File: config.mk
export PLATFORM = sky130hd
export DESIGN_NAME = maximal_munch_logic_lexer_flat
export DESIGN_NICKNAME = d
export VERILOG_FILES = /design/src/rtl/mml_pkg.sv /design/src/rtl/mml_if.sv /design/src/rtl/mml_dfa.sv /design/src/rtl/mml_obuf.sv /design/src/rtl/maximal_munch_logic_lexer.sv /design/src/flat_wrapper.sv
export SDC_FILE = /design/constraint.sdc
export NUM_CORES = 1
export LEC_CHECK = 0
export BUFFER_PORTS_ARGS = -buffer_cell sky130_fd_sc_hd__buf_2
export CORE_MARGIN = 4
export CORE_UTILIZATION = 30
export DETAILED_ROUTE_END_ITERATION = 8
export REMOVE_ABC_BUFFERS = 1
export SLEW_MARGIN = 30
export SYNTH_ARGS = -nofsm -noshare
export SYNTH_HDL_FRONTEND = slang
export SYNTH_SLANG_ARGS = --single-unit
export TNS_END_PERCENT = 30
File: constraint.sdc
create_clock -name clock -period 4.05 [get_ports clock]
set_clock_uncertainty 0.15 [all_clocks]
set_input_delay 0 -clock clock [delete_from_list [all_inputs] [get_ports clock]]
set_output_delay 0 -clock clock [all_outputs]
set_load 0.05 [all_outputs]
File: src/rtl/mml_pkg.sv
package mml_pkg;

   // Field widths
   localparam int CHAR_W = 8;
   localparam int TYPE_W = 3;
   localparam int LEN_W  = 8;
   localparam int STATE_W = 4;
   localparam int MAX_TOKEN_LEN_DEF = 255;
   localparam int LEN_LIMIT = 255;

   // Automaton states
   localparam logic [STATE_W-1:0] S_START  = 4'd0;
   localparam logic [STATE_W-1:0] S_LT     = 4'd1;
   localparam logic [STATE_W-1:0] S_EQ     = 4'd2;
   localparam logic [STATE_W-1:0] S_IDENT  = 4'd3;
   localparam logic [STATE_W-1:0] S_LIT    = 4'd4;
   localparam logic [STATE_W-1:0] S_DELIM  = 4'd5;
   localparam logic [STATE_W-1:0] S_PREFIX = 4'd6;
   localparam logic [STATE_W-1:0] S_INFIX1 = 4'd7;
   localparam logic [STATE_W-1:0] S_LE     = 4'd8;
   localparam logic [STATE_W-1:0] S_IFF    = 4'd9;
   localparam logic [STATE_W-1:0] S_IMPL   = 4'd10;
   localparam logic [STATE_W-1:0] S_TRAP   = 4'd15;

   // Token types
   localparam logic [TYPE_W-1:0] T_IDENT  = 3'd0;
   localparam logic [TYPE_W-1:0] T_LIT    = 3'd1;
   localparam logic [TYPE_W-1:0] T_DELIM  = 3'd2;
   localparam logic [TYPE_W-1:0] T_PREFIX = 3'd3;
   localparam logic [TYPE_W-1:0] T_INFIX  = 3'd4;
   localparam logic [TYPE_W-1:0] T_ERROR  = 3'd5;

   typedef struct packed {
      logic [TYPE_W-1:0] token_kind;
      logic [LEN_W-1:0]  token_length;
      logic              last;
   } token_rec_type;

   // Results of one request: count and up to two tokens
   typedef struct packed {
      logic [1:0]    count;
      token_rec_type first;
      token_rec_type second;
   } result_set_type;

   // Output queue status seen by the top level
   typedef struct packed {
      logic [1:0] fill;
   } queue_status_type;

   function automatic logic is_lower(input logic [CHAR_W-1:0] c);
      return (c >= 8'h61) && (c <= 8'h7a);
   endfunction

   function automatic logic is_digit(input logic [CHAR_W-1:0] c);
      return (c >= 8'h30) && (c <= 8'h39);
   endfunction

   function automatic logic [STATE_W-1:0] advance(input logic [STATE_W-1:0] s,
                                                  input logic [CHAR_W-1:0] c);
      logic [STATE_W-1:0] t;
      t = S_TRAP;
      case (s)
         S_LT:    t = (c == 8'h3d) ? S_LE : S_TRAP;
         S_EQ:    t = (c == 8'h3e) ? S_IMPL : S_TRAP;
         S_IDENT: t = (is_lower(c) || is_digit(c)) ? S_IDENT : S_TRAP;
         S_LE:    t = (c == 8'h3e) ? S_IFF : S_TRAP;
         S_LIT, S_DELIM, S_PREFIX, S_INFIX1, S_IFF, S_IMPL: t = S_TRAP;
         default: begin
            if (is_lower(c))                       t = S_IDENT;
            else if (c == 8'h30 || c == 8'h31)     t = S_LIT;
            else if (c == 8'h28 || c == 8'h29)     t = S_DELIM;
            else if (c == 8'h21)                   t = S_PREFIX;
            else if (c == 8'h26 || c == 8'h7c)     t = S_INFIX1;
            else if (c == 8'h3c)                   t = S_LT;
            else if (c == 8'h3d)                   t = S_EQ;
            else                                   t = S_TRAP;
         end
      endcase
      return t;
   endfunction

   function automatic logic accepting(input logic [STATE_W-1:0] s);
      return (s >= S_IDENT) && (s <= S_IMPL);
   endfunction

   function automatic logic [TYPE_W-1:0] type_of(input logic [STATE_W-1:0] s);
      logic [TYPE_W-1:0] t;
      case (s)
         S_IDENT:                       t = T_IDENT;
         S_LIT:                         t = T_LIT;
         S_DELIM:                       t = T_DELIM;
         S_PREFIX:                      t = T_PREFIX;
         S_INFIX1, S_LE, S_IFF, S_IMPL: t = T_INFIX;
         default:                       t = T_ERROR;
      endcase
      return t;
   endfunction

endpackage

File: src/rtl/mml_if.sv
interface mml_req_if import mml_pkg::*; ();
   logic              valid;
   logic              ready;
   logic [CHAR_W-1:0] ch;
   logic              end_mark;

   modport source (output valid, output ch, output end_mark, input ready);
   modport sink   (input valid, input ch, input end_mark, output ready);
endinterface

interface mml_rsp_if import mml_pkg::*; ();
   logic              valid;
   logic              ready;
   logic [TYPE_W-1:0] token_kind;
   logic [LEN_W-1:0]  token_length;
   logic              last;

   modport source (output valid, output token_kind, output token_length, output last,
                   input ready);
   modport sink   (input valid, input token_kind, input token_length, input last,
                   output ready);
endinterface

File: src/rtl/mml_dfa.sv
module mml_dfa import mml_pkg::*; #(
   parameter int MAX_TOKEN_LEN = MAX_TOKEN_LEN_DEF
) (
   input  logic                clock,
   input  logic                reset,
   input  logic                fire,
   input  logic [CHAR_W-1:0]   ch,
   input  logic                end_mark,
   output result_set_type      results
);

   localparam int LEN_CAP_I = (MAX_TOKEN_LEN < LEN_LIMIT) ? MAX_TOKEN_LEN : LEN_LIMIT;
   localparam logic [LEN_W-1:0] LEN_CAP = LEN_CAP_I[LEN_W-1:0];

   logic [STATE_W-1:0] state_ff, state_in;
   logic [LEN_W-1:0]   run_ff, run_in;
   logic [STATE_W-1:0] cur;
   logic [STATE_W-1:0] next_s;
   logic [STATE_W-1:0] restart_s;
   logic [LEN_W-1:0]   run_inc;

   assign cur       = (state_ff > S_IMPL) ? S_START : state_ff;
   assign next_s    = advance(cur, ch);
   assign restart_s = advance(S_START, ch);
   assign run_inc   = (run_ff >= LEN_CAP) ? LEN_CAP : run_ff + 8'd1;

   // Work out the tokens and the next state for this request
   always_comb begin
      results  = '0;
      state_in = S_START;
      run_in   = '0;
      if (end_mark) begin
         if (cur != S_START) begin
            results.count = 2'd1;
            results.first = '{accepting(cur) ? type_of(cur) : T_ERROR, run_ff, 1'b1};
         end
      end else if (next_s != S_TRAP) begin
         state_in = next_s;
         run_in   = run_inc;
      end else if (!accepting(cur)) begin
         results.count = 2'd1;
         results.first = '{T_ERROR, run_inc, 1'b1};
      end else if (restart_s != S_TRAP) begin
         results.count = 2'd1;
         results.first = '{type_of(cur), run_ff, 1'b1};
         state_in      = restart_s;
         run_in        = 8'd1;
      end else begin
         results.count  = 2'd2;
         results.first  = '{type_of(cur), run_ff, 1'b0};
         results.second = '{T_ERROR, 8'd1, 1'b1};
      end
   end

   // Advance the automaton on each accepted request
   always_ff @(posedge clock) begin
      if (reset) begin
         state_ff <= S_START;
         run_ff   <= '0;
      end else if (fire) begin
         state_ff <= state_in;
         run_ff   <= run_in;
      end
   end

endmodule

File: src/rtl/mml_obuf.sv
module mml_obuf import mml_pkg::*; (
   input  logic              clock,
   input  logic              reset,
   input  logic              push,
   input  result_set_type    results,
   input  logic              pop,
   output logic              ready,
   output logic              out_valid,
   output token_rec_type     head,
   output queue_status_type  status
);

   token_rec_type    slot_ff [3];
   token_rec_type    slot_in [3];
   logic [1:0]       fill_ff, fill_in;
   logic [1:0]       kept;
   logic [1:0]       added;
   token_rec_type    shift0;
   token_rec_type    shift1;

   // Take a request only when both of its possible tokens fit
   assign ready     = (fill_ff <= 2'd1) || ((fill_ff == 2'd2) && pop);
   assign out_valid = (fill_ff != 2'd0);
   assign head      = slot_ff[0];
   assign status.fill = fill_ff;

   // Drop the head on a pop, then append new tokens behind what is left
   always_comb begin
      kept    = fill_ff - {1'b0, pop};
      added   = push ? results.count : 2'd0;
      shift0  = pop ? slot_ff[1] : slot_ff[0];
      shift1  = pop ? slot_ff[2] : slot_ff[1];
      slot_in[0] = (kept == 2'd0) ? results.first : shift0;
      slot_in[1] = (kept == 2'd0) ? results.second :
                   (kept == 2'd1) ? results.first : shift1;
      slot_in[2] = (kept == 2'd1) ? results.second :
                   (kept == 2'd2) ? results.first : slot_ff[2];
      fill_in = kept + added;
   end

   always_ff @(posedge clock) begin
      if (reset) begin
         fill_ff <= '0;
      end else begin
         fill_ff <= fill_in;
      end
   end

   // Hold the payload
   always_ff @(posedge clock) begin
      slot_ff[0] <= slot_in[0];
      slot_ff[1] <= slot_in[1];
      slot_ff[2] <= slot_in[2];
   end

endmodule

File: src/rtl/maximal_munch_logic_lexer.sv
// A request's tokens are formed combinationally and registered into the result queue,
// each offered at its head. Throughput: one request a cycle; the result side moves one
// token a cycle while the receiver is ready, and a request is held off only while the
// three-entry result queue lacks room for two tokens, so a single waiting token does not stall requests.
// Reset: synchronous, active high; automaton to the start state, queue emptied.
module maximal_munch_logic_lexer import mml_pkg::*; #(
   parameter int MAX_TOKEN_LEN = MAX_TOKEN_LEN_DEF
) (
   input  logic         clock,
   input  logic         reset,
   mml_req_if.sink      req_chan,
   mml_rsp_if.source    rsp_chan
);

   result_set_type   results;
   token_rec_type    head;
   queue_status_type status;
   logic             req_ready;
   logic             fire;
   logic             pop;

   assign fire = req_chan.valid && req_ready;
   assign pop  = rsp_chan.valid && rsp_chan.ready;
   assign req_chan.ready = req_ready;

   mml_dfa #(.MAX_TOKEN_LEN(MAX_TOKEN_LEN)) u_dfa (
      .clock    (clock),
      .reset    (reset),
      .fire     (fire),
      .ch       (req_chan.ch),
      .end_mark (req_chan.end_mark),
      .results  (results)
   );

   mml_obuf u_obuf (
      .clock     (clock),
      .reset     (reset),
      .push      (fire),
      .results   (results),
      .pop       (pop),
      .ready     (req_ready),
      .out_valid (rsp_chan.valid),
      .head      (head),
      .status    (status)
   );

   assign rsp_chan.token_kind   = head.token_kind;
   assign rsp_chan.token_length = head.token_length;
   assign rsp_chan.last         = head.last;

`ifndef ASSERT_OFF
   a_full_stalls: assert property (@(posedge clock) disable iff (reset)
      status.fill == 2'd3 |-> !req_ready) else $error("request taken into a full queue");

   a_pair_shape: assert property (@(posedge clock) disable iff (reset)
      results.count == 2'd2 |-> !results.first.last && results.second.last
         && results.second.token_kind == T_ERROR) else $error("bad token pair");

   a_single_last: assert property (@(posedge clock) disable iff (reset)
      results.count == 2'd1 |-> results.first.last) else $error("single token not last");

   a_pop_drains: assert property (@(posedge clock) disable iff (reset)
      status.fill == 2'd1 && pop && !fire |=> status.fill == 2'd0)
      else $error("queue did not drain");
`endif

endmodule

File: src/flat_wrapper.sv
// flat-port wrapper written by rule: the top's interface ports become plain ports
module maximal_munch_logic_lexer_flat import mml_pkg::*;
#(
   parameter int MAX_TOKEN_LEN = MAX_TOKEN_LEN_DEF
)
  (clock, reset, req_chan_valid, req_chan_ch, req_chan_end_mark, req_chan_ready, rsp_chan_valid, rsp_chan_token_kind, rsp_chan_token_length, rsp_chan_last, rsp_chan_ready);
  mml_req_if req_chan_i ();
  mml_rsp_if rsp_chan_i ();
  input  logic clock;
  input  logic reset;
  input wire logic [$bits(req_chan_i.valid)-1:0] req_chan_valid;
  input wire logic [$bits(req_chan_i.ch)-1:0] req_chan_ch;
  input wire logic [$bits(req_chan_i.end_mark)-1:0] req_chan_end_mark;
  output wire logic [$bits(req_chan_i.ready)-1:0] req_chan_ready;
  output wire logic [$bits(rsp_chan_i.valid)-1:0] rsp_chan_valid;
  output wire logic [$bits(rsp_chan_i.token_kind)-1:0] rsp_chan_token_kind;
  output wire logic [$bits(rsp_chan_i.token_length)-1:0] rsp_chan_token_length;
  output wire logic [$bits(rsp_chan_i.last)-1:0] rsp_chan_last;
  input wire logic [$bits(rsp_chan_i.ready)-1:0] rsp_chan_ready;
  assign req_chan_i.valid = req_chan_valid;
  assign req_chan_i.ch = req_chan_ch;
  assign req_chan_i.end_mark = req_chan_end_mark;
  assign req_chan_ready = req_chan_i.ready;
  assign rsp_chan_valid = rsp_chan_i.valid;
  assign rsp_chan_token_kind = rsp_chan_i.token_kind;
  assign rsp_chan_token_length = rsp_chan_i.token_length;
  assign rsp_chan_last = rsp_chan_i.last;
  assign rsp_chan_i.ready = rsp_chan_ready;
  maximal_munch_logic_lexer #(.MAX_TOKEN_LEN(MAX_TOKEN_LEN)) u_core (.clock(clock), .reset(reset), .req_chan(req_chan_i), .rsp_chan(rsp_chan_i));
endmodule
# After elaboration in Yosys (flattened, before gate mapping)
# Memories as Yosys holds them, arrays and structs flattened.
# Cells that the tools add are included.
[op_classes]
add_sub_neg = 3
order_cmp = 9
n_eq_ne = 25
mux = 39
n_reduce_logical = 15
[op_table]
columns = ["op", "count"]
rows = [
  ["2-to-1 mux 12 bit", 10],
  ["== test 8 x 6 -> 1 bit, second input constant", 9],
  ["2-to-1 mux 4 bit", 13],
  ["2-to-1 mux 14 bit", 3],
  ["2-to-1 mux 26 bit", 1],
  ["2-to-1 mux 8 bit", 3],
  ["one-hot mux 4 bit (5 select lines)", 1],
  ["== test 4 x 3 -> 1 bit, second input constant", 4],
  ["2-to-1 mux 13 bit", 1],
  ["== test 4 bit, second input constant", 3],
  ["2-to-1 mux 3 bit", 4],
  ["adder 8 x 1 -> 8 bit, second input constant", 1],
  ["== test 4 x 2 -> 1 bit, second input constant", 2],
  ["== test 8 x 7 -> 1 bit, second input constant", 1],
  [">= comparator 8 x 6 -> 1 bit, second input constant", 1],
  [">= comparator 8 x 7 -> 1 bit, second input constant", 1],
  [">= comparator 8 bit, second input constant", 1],
  ["less-or-equal comparator 8 x 6 -> 1 bit, second input constant", 1],
  ["less-or-equal comparator 8 x 7 -> 1 bit, second input constant", 1],
  ["inequality test 4 bit, second input constant", 2],
  ["logical AND 1 bit", 6],
  ["OR reduction 6 bit", 1],
  ["logical OR 1 bit", 5],
  ["== test 2 bit, second input constant", 2],
  ["other kinds (13)", 14],
]
[word_totals]
regBits = 14
ram_bits = 36
rom_bits = 144
inputBits = 13
output_inout_bits = 14
wordCells = 98
mem_count = 4
[memory_table]
columns = ["memory", "words", "width", "read_ports", "rd_clocked_by_memory_dff", "wr", "line_no", "text"]
rows = [
  ["(no name shown)", 16, 3, 1, 0, 0, "mml_pkg.sv:89", "case (s)"],
  ["(no name shown)", 16, 3, 1, 0, 0, "mml_pkg.sv:89", ""],
  ["(no name shown)", 16, 3, 1, 0, 0, "mml_pkg.sv:89", ""],
  ["u_core.u_obuf.slot_ff", 3, 12, 3, 0, 3, "mml_obuf.sv:13", "token_rec_type slot_ff [3];"],
]

# Depth between registers and ports, before layout
# Gate-level depths: netlist (run 1).
[depth]
word_depth = 15
depth_mapped = 18
ltp_nobuf = 15

# Hierarchy
# From an unflattened synthesis (run 1), not the netlist that was laid out.
[unflattened]
cells_unflattened = 367
area_unflattened_um2 = 3637.2
[by_module_without_submodules]
columns = ["module", "instances", "cells_each", "area_per_inst_um2", "seq_area_each_um2"]
rows = [
  ["mml_obuf", 1, 129, 1881.8, 1121.1],
  ["mml_dfa", 1, 236, 1742.9, 240.2],
  ["maximal_munch_logic_lexer", 1, 2, 12.5, 0.0],
]

# Worst setup path after synthesis (run 1)
# No wires, ideal clock.
[synth_timing]
kind = "reg-to-reg"
from = "register u_core.u_dfa.state_ff[2]"
to = "register u_core.u_obuf.fill_ff[1], in the netlist u_core.u_obuf.status[1]"
setup_time_ns = 0.128
arrival_time_ns = 3.115
t_required_ns = 3.772
path_slack_ns = 0.658
path_stages_with_launch = 19
n_path_buf = 3
synth_period_minus_slack_ns = 3.392
cell_sequence = "dfxtp_1 clkbuf_1 o21ai_0 and2_1 inv_1 ha_1 buf_2 or3_1 o211ai_1 o31ai_1 a2bb2oi_2 o211ai_4 buf_6 o31a_1 nor2_1 ha_1 xor2_1 xnor2_1 nor2_1"
[synth_via]
elab_chain_len = 10
word_cells_on_any_way = 25
classes_between = "1 x add/sub; 3 x order compare; 11 x eq/ne; 7 x mux; 3 x reduce/logical"
[synth_lines]
columns = ["item", "line_no", "text"]
rows = [
  ["start, declared", "mml_dfa.sv:15", "logic [STATE_W-1:0] state_ff, state_in;"],
  ["start signal, assigned", "mml_dfa.sv:61", "state_ff <= state_in;"],
  ["greater-than comparator 4 bit", "mml_dfa.sv:22", "assign cur = (state_ff > S_IMPL) ? S_START : state_ff;"],
  ["2-to-1 mux 4 bit (*)", "mml_dfa.sv:22", ""],
  ["== test 4 x 3 -> 1 bit / == test 4 bit (equally long branches)", "mml_pkg.sv:63", "case (s)"],
  ["OR reduction 6 bit", "mml_pkg.sv:63", ""],
  ["one-hot mux 4 bit (5 select lines)", "mml_pkg.sv:63", ""],
  ["inequality test 4 bit", "mml_dfa.sv:37", "end else if (next_s != S_TRAP) begin"],
  ["2-to-1 mux 26 bit", "mml_dfa.sv:37", ""],
  ["2-to-1 mux 14 bit (*)", "mml_dfa.sv:32", "if (end_mark) begin"],
  ["2-to-1 mux 2 bit (*)", "mml_obuf.sv:30", "added = push ? results.count : 2'd0;"],
  ["adder 2 bit (*)", "mml_obuf.sv:38", "fill_in = kept + added;"],
  ["end signal, assigned", "mml_obuf.sv:45", "fill_ff <= fill_in;"],
  ["end, declared", "mml_obuf.sv:15", "logic [1:0] fill_ff, fill_in;"],
]
# Every way passes the cells marked *; elsewhere a longest branch is shown, timed or not.
# A chain may end at the register's enable or synchronous reset.

# Final worst setup path (run 1)
# Same ends and word-level chain as after synthesis.

==> results_dict.tcl, run 1 <==
set metrics [dict create \
    first_pass_iters 4 \
    grt_pass1_wl_mm 13.7 \
    yosys.area.top_type "dfxtp_1" \
    intPower_mw 1.19 \
    dp_hpwl_mm 5.92 \
    synth_warnings 0 \
    min_period_ps 3710 \
    synth.top_cell.area_share_pct 17.9 \
    die_x_um 114 \
    routabilityCongestion 0.862 \
    maxCapViolations 0 \
    synth_seq_cells 50 \
    synth_mux_area_share_pct 1.19 \
    r2r-start "u_core.u_dfa.state_ff[2]$_SDFFE_PP0P_" \
    drc 0 \
    ys_seq_area_share_pct 35.7 \
    cts_tree "yes" \
    die-height_um 114 \
    area_growth_pct 10.5 \
    ant_nets 0 \
    critPathLaunchType "flip-flop" \
    crit_arrival_ps 3770 \
    detail_route.vias_per_cell 5.34 \
    synth.avg_cell_area_um2 8.38 \
    vdd_drop_max_uv 303 \
    clk_latency_ps 310 \
    drtIter0Drc 235 \
    hold_depth 3 \
    reg2reg_depth 13 \
    synth.distinct_cells 70 \
    wl_mm 7.98 \
    critPathKind "reg2reg" \
    dpl-instance-area_um2 3580 \
    path_clk_slew_ps 100 \
    grt_use_total_pct 12.7 \
    rrSetupSlack_ps 340 \
    async_flop_share_pct 0 \
    cpPeakStageDelay_ps 570 \
    p_per_area_nw_per_um2 578 \
    whs_endpoint "u_core.u_dfa.run_ff[3]$_SDFFE_PP0P_" \
    synthFlopType "dfxtp_1" \
    finalMaxSlewViolations 0 \
    rr_endpoint "u_core.u_obuf.status[1]$_SDFF_PP0_" \
    final_area_um2 3710 \
    seq_power_share_pct 35.6 \
    cp_max_fo 16 \
    power.switching_mw 0.951 \
    grt_pass1_vias 2736 \
    pwr-share-clk_pct 16.9 \
    swShare_pct 44.3 \
    synthTopCellsByArea "dfxtp_1, edfxtp_1, a21oi_1" \
    synth_top_family_by_area "compound AO/OA/AOI/OAI gates" \
    cts_buffer_depth 2 \
    critical_path.slowest_cell "dfxtp_1" \
    finalHoldViolCount 0 \
    share_comb_of_total_power_pct 47.5 \
    grt_remaining_overflow 0 \
    dieArea_um2 13000 \
    htreeDepth 2 \
    synth_edf_count 20 \
    ios 27 \
    relSlewSlack_pct 52.7 \
    rows 38 \
    setup_viol 0 \
    tightest_slew_ps 709 \
    num_antenna_cells 0 \
    fmax_mhz 269 \
    hold_class "in2reg" \
    initial_core_util_pct 30.9 \
    core_um2 10900 \
    worstHoldStart "req_chan_valid" \
    fin_crit_sh_pct 91.7 \
    synthXorXnorAreaFrac_pct 1.04 \
    grt_antenna_before_repair 0 \
    leakage_nw 1.32 \
    syn_area_um2 3360 \
    worstSetupEndpointType "flip-flop" \
    route.vias.total 2968 \
    synth_fa_ha_area_share_pct 3.72 \
    final_nets 438 \
    yosys.area_share.simple_pct 24.0 \
    synthCells 401 \
    status "completed" \
    grt_max_degree 26 \
    clockRootBuffer "clkbuf_8" \
    drive_above_1_share_pct 14.9 \
    wl_per_cell_um 14.4 \
    io_buffers 26 \
    rsz0062_at_grt "false" \
    cts_sinks 50 \
    crit_chain "o21ai_0, and2_1, ha_1, o211ai_1, o2111ai_2, o21ai_2, nand2b_2, o31a_1, nor2_1, ha_1, xor2_1, xnor2_1, nor2_1" \
    numCtsBuffers 5 \
    crit_start "u_core.u_dfa.state_ff[2]$_SDFFE_PP0P_" \
    required_ps 4100 \
    final.setup.tns_ps 0 \
    synth_compound_area_share_pct 28.0 \
]
power groups by stage:
| stage | registers, mW | logic (mW) | clock network [mW] |
|---|---|---|---|
| 6_report | 0.764 | 1.02 | 0.363 |
| 5_1_grt | 0.781 | 1.12 | 0.389 |
| 4_1_cts | 0.766 | 1.03 | 0.373 |
| 3_5_place_dp | 0.777 | 1.02 | 0 |
| 3_3_place_gp | 0.772 | 1.01 | 0 |
| 2_1_floorplan | 0.976 | 0.563 | 0 |
worst max path at each step:
| stage | slack (ps) | depth (start not counted) | to |
|---|---|---|---|
| 2_1_floorplan | 740 | 15 | u_core.u_obuf.status[1]$_SDFF_PP0_ |
| 3_3_place_gp | 470 | 15 | u_core.u_obuf.status[1]$_SDFF_PP0_ |
| 3_5_place_dp | 270 | 15 | u_core.u_obuf.status[1]$_SDFF_PP0_ |
| 4_1_cts | 240 | 15 | u_core.u_obuf.status[1]$_SDFF_PP0_ |
| 5_1_grt | 6 | 14 | u_core.u_obuf.status[1]$_SDFF_PP0_ |
| 6_report | 340 | 13 | u_core.u_obuf.status[1]$_SDFF_PP0_ |
per-stage QoR:
step	utilization (%)	hold WS [ps]	std cells	worst slack, ps	power [mW]
after floorplan	-	-80.9	376	745	1.54
after global placement	32.9	195	546	472	1.78
after detailed placement	32.9	205	546	266	1.80
after CTS	34.1	13.5	556	240	2.17
after global routing	34.1	61.5	556	6.08	2.29
final	34.1	26.3	556	336	2.14
what timing repair did:
action / 4_1_cts / 5_1_grt
setup endpoints to repair: 0 / 4
gates resized for setup: 0 / 1
endpoints found under the hold margin: 10 / 0
setup buffers: 0 / 0
hold buffers: 2 / 0
metal layers:
| metal | wire length (µm) | track usage, % | vias to the layer above |
|---|---|---|---|
| met1 | 4000 | 18.2 | 1388 |
| li1 | - | - | 1507 |
| met5 | 0 | 0 | - |
| met2 | 3530 | 19.4 | 63 |
| met4 | 99 | 3.17 | 0 |
| met3 | 356 | 2.60 | 10 |
logic make-up after synthesis:
logic type	after synthesis
compound gates	129
xor+xnor	4
fa+ha+maj	10
buf+inv	50
flops	50
mux	4
simple gates	154
flip-flops by register name, summed over array words and instances, names as in the netlist:
signal                 count
u_core.u_dfa.run_ff        8
u_core.u_dfa.state_ff      4
u_core.u_obuf.status       2
u_core.u_obuf.slot_ff     36
synth_stat cells (all sizes together) (6+ instances only):
master / number
edfxtp: 20
nand2: 27
clkbuf: 16
dfxtp: 30
nand3: 18
o21ai: 25
inv: 25
nand2b: 12
o22ai: 6
nor2: 45
nor2b: 9
ha: 10
o211ai: 8
a21oi: 33
nor3: 11
a211oi: 12
buf: 9
critical path: cells and delay by family, from the launching register on:
kind	cells	cell delay (ps)
fa+ha+maj	2	590
flops	1	570
xor+xnor	2	340
compound gates	5	1290
simple gates	4	670
final cells by class:
| cell class | instances | area [µm²] |
|---|---|---|
| fill | 1138 | 7170 |
| clock inverter | 3 | 43.8 |
| tap | 140 | 175 |
| timing repair buffer | 32 | 180 |
| clock buffer | 5 | 68.8 |
| inverter | 25 | 93.8 |
| sequential | 50 | 1200 |
| multi-input combinational | 301 | 1950 |
layout by cell type, fill, tap and decap left out, types with 4 or more instances in the layout:
| cell type | n |
|---|---|
| a2111oi_2 | 4 |
| nand2b_1 | 11 |
| mux2i_1 | 4 |
| buf_2 | 26 |
| a21oi_1 | 33 |
| or2_2 | 5 |
| a31oi_1 | 4 |
| nor3_1 | 10 |
| and2_1 | 5 |
| nand3_1 | 18 |
| buf_4 | 4 |
| o211ai_1 | 7 |
| a211oi_1 | 12 |
| o31ai_1 | 5 |
| dfxtp_1 | 30 |
| ha_1 | 10 |
| nand2_1 | 26 |
| nor2b_1 | 8 |
| o21ai_0 | 19 |
| nor3b_1 | 4 |
| clkbuf_8 | 5 |
| a22o_1 | 4 |
| edfxtp_1 | 20 |
| o21ai_1 | 4 |
| o22ai_1 | 6 |
| inv_1 | 25 |
| nor2_1 | 44 |
No activity file was read; power rests on OpenSTA's default activity.
==> run 2: changes to the inputs <==
Settings changed: ABC_AREA from default to 1.
==> run 2 against run 1 <==
  * Area after synthesis is 0.45% higher
  * Die area increased by 0.41%
  * Hold slack gained 27 ps
  * Critical endpoint unchanged
  * Synthesized cell count grew 23%
  * Sequential cell count unchanged
==> results_dict.tcl, run 2 <==
set metrics [dict create \
    wl_per_cell_um 11.3 \
    cts_tree "yes" \
    tightest_slew_ps 571 \
    cts_sinks 50 \
    rsz0062_at_grt "false" \
    synthTopCellsByArea "dfxtp_1, edfxtp_1, nand2_1" \
    synth.distinct_cells 38 \
    detail_route.vias_per_cell 4.68 \
    crit_arrival_ps 3450 \
    vdd_drop_max_uv 607 \
    synthCells 495 \
    fin_crit_sh_pct 84.5 \
    reg_top3 "u_core.u_obuf.slot_ff (36), u_core.u_dfa.run_ff (8), u_core.u_dfa.state_ff (4)" \
    first_pass_iters 4 \
    cp_max_fo 14 \
    fillers 1175 \
    largest_reg_flops 36 \
    finalMaxSlewViolations 0 \
    die_x_um 114 \
    ios 27 \
    synth.avg_cell_area_um2 6.82 \
    total_power_mw 2.96 \
    grt_pass1_wl_mm 13.4 \
    drc 0 \
    syn_area_um2 3380 \
    synth_warnings 0 \
    fmax_mhz 292 \
    num_antenna_cells 0 \
    dieArea_um2 13000 \
    grt_pass1_vias 2983 \
    die-height_um 114 \
    final.setup.tns_ps 0 \
    min_period_ps 3420 \
    synthFlopType "dfxtp_1" \
    hold_class "in2reg" \
    required_ps 4080 \
    htreeDepth 2 \
    synth.top_cell.area_share_pct 17.8 \
    dpl_worst_slack_ps 658 \
    clockRootBuffer "clkbuf_16" \
    routabilityCongestion 0.857 \
    io_buffers 26 \
    route.vias.total 3089 \
    maxCapViolations 0 \
    layout_common_cells "nand2_1, inv_1, nor2_1, nand3_1, dfxtp_1" \
    ys_top_cells_by_count "nand2_1, inv_1, nor2_1" \
    critPathKind "reg2reg" \
    synth_edf_count 20 \
    clk_latency_ps 290 \
    grt_remaining_overflow 0 \
    async_flop_share_pct 0 \
    grt_antenna_before_repair 0 \
    layout_commonest_cell "nand2_1" \
    synth_seq_cells 50 \
    core_um2 10900 \
    largest_register "u_core.u_obuf.slot_ff" \
    final_nets 542 \
    p_per_area_nw_per_um2 779 \
    area_growth_pct 12.5 \
    grt_max_degree 26 \
    finalHoldViolCount 0 \
    numCtsBuffers 5 \
    drive_above_1_share_pct 14.2 \
    initial_core_util_pct 30.9 \
    drtIter0Drc 198 \
    leakage_nw 1.75 \
    path_clk_slew_ps 70 \
    yosys.area.top_type "dfxtp_1" \
    cts_buffer_depth 2 \
    grt_use_total_pct 12.2 \
    wl_mm 7.46 \
    ys_seq_area_share_pct 35.6 \
    setup_viol 0 \
    rows 38 \
    worst_slack_ps 630 \
    worstSetupEndpointType "flip-flop" \
    fin_util_pct 34.7 \
    critPathLaunchType "flip-flop" \
    relSlewSlack_pct 61.9 \
    post-synth-top-count-cell "nand2_1" \
    hold_ws_ps 52.9 \
    ant_nets 0 \
    dp_hpwl_mm 5.94 \
    status "completed" \
]
run 2: cell types whose count changed after synthesis, sizes merged, moves of 6 or more:
cell    previous run  this run
nand2             27       149
inv               25        68
nand3             18        57
nor2              45        62
a211oi            12         0
nand2b            12         0
nor2b              9         0
clkbuf            16         8
nor3              11         4
a31oi              4        10
o211ai             8         2
o22ai              6         0
run 2: cell type report:
class	count	area, µm²	share of cell area, %
tap	140	175	4.61
timing repair buffer	29	155	4.09
multi-input combinational	361	1840	48.5
clock buffer	5	125	3.29
clock inverter	3	25.0	0.659
inverter	72	275	7.25
sequential	50	1200	31.6
run 2: routing by layer:
metal	GRT usage (%)	vias up	wire [µm]	part of all wire, %
met3	1.53	10	334	4.5
met4	3.88	0	136	1.8
met5	0	-	0	0
li1	-	1645	-	-
met2	21.1	70	3410	46
met1	15.9	1364	3580	48
run 2: critical path, cell delays in order (launching register included):
cell and delay (ps):
dfxtp_1 350, nand2_1 150, a21oi_1 100, nor2_1 190
inv_1 90, ha_1 240, nor2_1 140, nand2_1 60
nand2_1 50, nand2_1 50, inv_1 120, nand4_4 130
nor2_2 150, nor2_4 80, nor2_8 270, nand2_1 130
nand2_2 120, nand2_2 80, nor2_1 100, ha_1 180
xor2_1 200, nand2_1 70, inv_1 50, nor2_1 40
run 2: repair_timing:
item,CTS,global route
gates resized for setup,0,0
setup buffers,0,0
hold endpoints to repair,13,0
setup endpoints to repair,0,0
hold buffers,1,0
run 2: path summary, 6_finish.rpt:
| check | slack, ps | from | endpoint | depth (start not counted) |
|---|---|---|---|---|
| min reg2reg | 330 | u_core.u_obuf.slot_ff[0][20]$_SDFFE_PN0P_ | u_core.u_obuf.slot_ff[0][20]$_SDFFE_PN0P_ | 2 |
| max reg2reg | 630 | u_core.u_dfa.state_ff[0]$_SDFFE_PP0P_ | u_core.u_obuf.status[1]$_SDFF_PP0_ | 23 |
| max | 630 | u_core.u_dfa.state_ff[0]$_SDFFE_PP0P_ | u_core.u_obuf.status[1]$_SDFF_PP0_ | 23 |
| min | 50 | req_chan_end_mark | u_core.u_dfa.run_ff[0]$_SDFFE_PP0P_ | 6 |
run 2: kinds of logic after synthesis:
family                     Yosys count  synth area share (%)
AOI/OAI and AO/OA                   69                  11.5
DFF                                 50                  35.6
and+or+nand+nor                    279                  38.6
buffers and inverters               84                  9.90
xor gates and xnor gates             3                 0.778
adders and majority gates           10                  3.71
run 2: report_power, final:
part	leakage, nW	switching [mW]	total [mW]	internal [mW]
registers	0.456	0.0578	0.868	0.810
logic	1.22	1.20	1.67	0.469
clock network	0.0704	0.190	0.422	0.232
total	1.75	1.44	2.96	1.51
run 2: stage by stage:
| step | cell area [µm²] | std cells |
|---|---|---|
| after floorplan | 3320 | 483 |
| after global placement | 3640 | 651 |
| after detailed placement | 3640 | 651 |
| after CTS | 3800 | 660 |
| after global routing | 3800 | 660 |
| final | 3800 | 660 |
==> run 3: changes to the inputs <==
Clock period 4.05 ns to 3.32 ns, I/O delays scaled along.
==> run 3 against run 2 <==
  * Non-clock buffer count up 6
  * Critical path depth unchanged
  * Sequential share of layout area down 0.40 points
  * Count of clock-buffer cells in the layout unchanged
  * Largest power group unchanged
==> results_dict.tcl, run 3 (synthesis results as in run 2) <==
set metrics [dict create \
    status "completed" \
    largest_reg_flops 36 \
    share_comb_of_total_power_pct 57.2 \
    grt_max_degree 23 \
    ant_nets 0 \
    dp_hpwl_mm 5.85 \
    wl_per_cell_um 11.2 \
    reg2reg_depth 23 \
    power.switching_mw 1.79 \
    die_x_um 114 \
    drive_above_1_share_pct 16.3 \
    intPower_mw 1.89 \
    rr_endpoint "u_core.u_obuf.status[1]$_SDFF_PP0_" \
    worstSetupEndpointType "flip-flop" \
    crit_arrival_ps 3110 \
    critPathKind "reg2reg" \
    first_pass_iters 5 \
    clockRootBuffer "clkbuf_16" \
    leakage_nw 1.78 \
    drc 0 \
    cpMostUsedCell "nand2_1" \
    wl_mm 7.49 \
    p_per_area_nw_per_um2 952 \
    largest_register "u_core.u_obuf.slot_ff" \
    setup_viol 0 \
    area_growth_pct 14.4 \
    io_buffers 26 \
    final_nets 548 \
    pwr-share-clk_pct 13.9 \
    cpPeakStageDelay_ps 380 \
    layout_common_cells "nand2_1, inv_1, nor2_1, nand3_1, dfxtp_1" \
    initial_core_util_pct 30.9 \
    r2r-start "u_core.u_dfa.state_ff[3]$_SDFFE_PP0P_" \
    htreeDepth 2 \
    hold_class "in2reg" \
    relSlewSlack_pct 62.4 \
    drtIter0Drc 190 \
    numCtsBuffers 5 \
    routabilityCongestion 0.878 \
    hold_ws_ps 68.2 \
    crit_chain "inv_1, a21oi_2, nor2_2, inv_1, ha_1, nor2_1, nand2_1, nand2_1, nand2_1, inv_2, nand3_2, nor2_2, nand2_2, nor2_4, nor2_8, nand2_1, nand2_2, nand2_4, nor2_1, ha_1, xor2_1, o21bai_1, nor2_1" \
    layout_commonest_cell "nand2_1" \
    required_ps 3350 \
    total_power_mw 3.68 \
    seq_power_share_pct 28.9 \
    grt_use_total_pct 11.6 \
    cts_buffer_depth 2 \
    dieArea_um2 13000 \
    grt_pass1_vias 2844 \
    fillers 1172 \
    grt_antenna_before_repair 0 \
    swShare_pct 48.6 \
    die-height_um 114 \
    reg_top3 "u_core.u_obuf.slot_ff (36), u_core.u_dfa.run_ff (8), u_core.u_dfa.state_ff (4)" \
    hold_depth 6 \
    ios 27 \
    core_um2 10900 \
    tightest_slew_ps 563 \
    clk_latency_ps 290 \
    rows 38 \
    fmax_mhz 325 \
    cts_tree "yes" \
    final_area_um2 3860 \
    grt_pass1_wl_mm 12.8 \
    whs_endpoint "u_core.u_dfa.run_ff[0]$_SDFFE_PP0P_" \
    num_antenna_cells 0 \
    finalHoldViolCount 0 \
    route.vias.total 3123 \
    maxCapViolations 0 \
    dpl-instance-area_um2 3660 \
    detail_route.vias_per_cell 4.69 \
    grt_remaining_overflow 0 \
    cp_max_fo 6 \
    min_period_ps 3080 \
    critical_path.slowest_cell "dfxtp_4" \
    path_clk_slew_ps 70 \
    cts_sinks 50 \
    vdd_drop_max_uv 561 \
    rrSetupSlack_ps 240 \
    finalMaxSlewViolations 0 \
    worstHoldStart "req_chan_end_mark" \
    critPathLaunchType "flip-flop" \
    fin_crit_sh_pct 92.7 \
]
## run 3: changes by cell type in the layout (fill, tap and decap cells not counted), sizes merged
cell      before  now
clkinvlp       1    2
clkinv         5    4
buf           28   34
## run 3: layout make-up
type                       count  area, µm²  share of cell area, %
inverter                      72        278                   7.19
sequential                    50       1210                   31.2
multi-input combinational    361       1850                   48.0
timing repair buffer          35        200                   5.18
clock buffer                   5        125                   3.24
clock inverter                 3       23.8                  0.615
tap                          140        175                   4.54
## run 3: timing repair
action | 4_1_cts | 5_1_grt
hold endpoints to repair | 13 | 0
setup buffers | 0 | 3
hold buffers | 1 | 0
endpoints found under the setup margin | 0 | 3
gates resized for setup | 0 | 9
## run 3: metrics by stage
stage	setup WS (ps)	utilization [%]	setup TNS, ps	instances
floorplan	274	-	0	483
global placement	207	33.5	0	654
detailed placement	62.2	33.5	0	654
CTS	48.0	34.9	0	663
global route	-52.8	35.3	-52.8	666
finish	243	35.3	0	666
## run 3: critical path, delay by kind of cell, from the launching register on
family	cells	cell delay, ps
xor+xnor	1	170
flops	1	380
simple gates	15	1350
compound gates	2	200
buf+inv	3	250
fa+ha+maj	2	450
## run 3: power by group through the flow
stage	Sequential (mW)	Combinational, mW	Clock (mW)
global route	1.09	2.36	0.550
CTS	1.06	2.09	0.523
detailed placement	1.07	2.09	0
floorplan	1.32	1.35	0
finish	1.06	2.10	0.511
global placement	1.07	2.07	0
## run 3: worst max-delay path by stage
stage	from	cells past startpoint	end
CTS	u_core.u_dfa.state_ff[0]$_SDFFE_PP0P_	23	u_core.u_obuf.status[1]$_SDFF_PP0_
finish	u_core.u_dfa.state_ff[3]$_SDFFE_PP0P_	23	u_core.u_obuf.status[1]$_SDFF_PP0_
global route	u_core.u_dfa.state_ff[0]$_SDFFE_PP0P_	23	u_core.u_obuf.status[1]$_SDFF_PP0_
global placement	u_core.u_dfa.state_ff[0]$_SDFFE_PP0P_	23	u_core.u_obuf.status[1]$_SDFF_PP0_
detailed placement	u_core.u_dfa.state_ff[0]$_SDFFE_PP0P_	23	u_core.u_obuf.status[1]$_SDFF_PP0_
floorplan	u_core.u_dfa.state_ff[0]$_SDFFE_PP0P_	23	u_core.u_obuf.status[1]$_SDFF_PP0_
## run 3: routing by layer
| layer | up-vias | GRT usage, % | routed length (µm) |
|---|---|---|---|
| met4 | 0 | 3.01 | 90 |
| met3 | 8 | 1.11 | 299 |
| li1 | 1660 | - | - |
| met1 | 1385 | 15.2 | 3560 |
| met5 | - | 0 | 0 |
| met2 | 70 | 20.4 | 3540 |
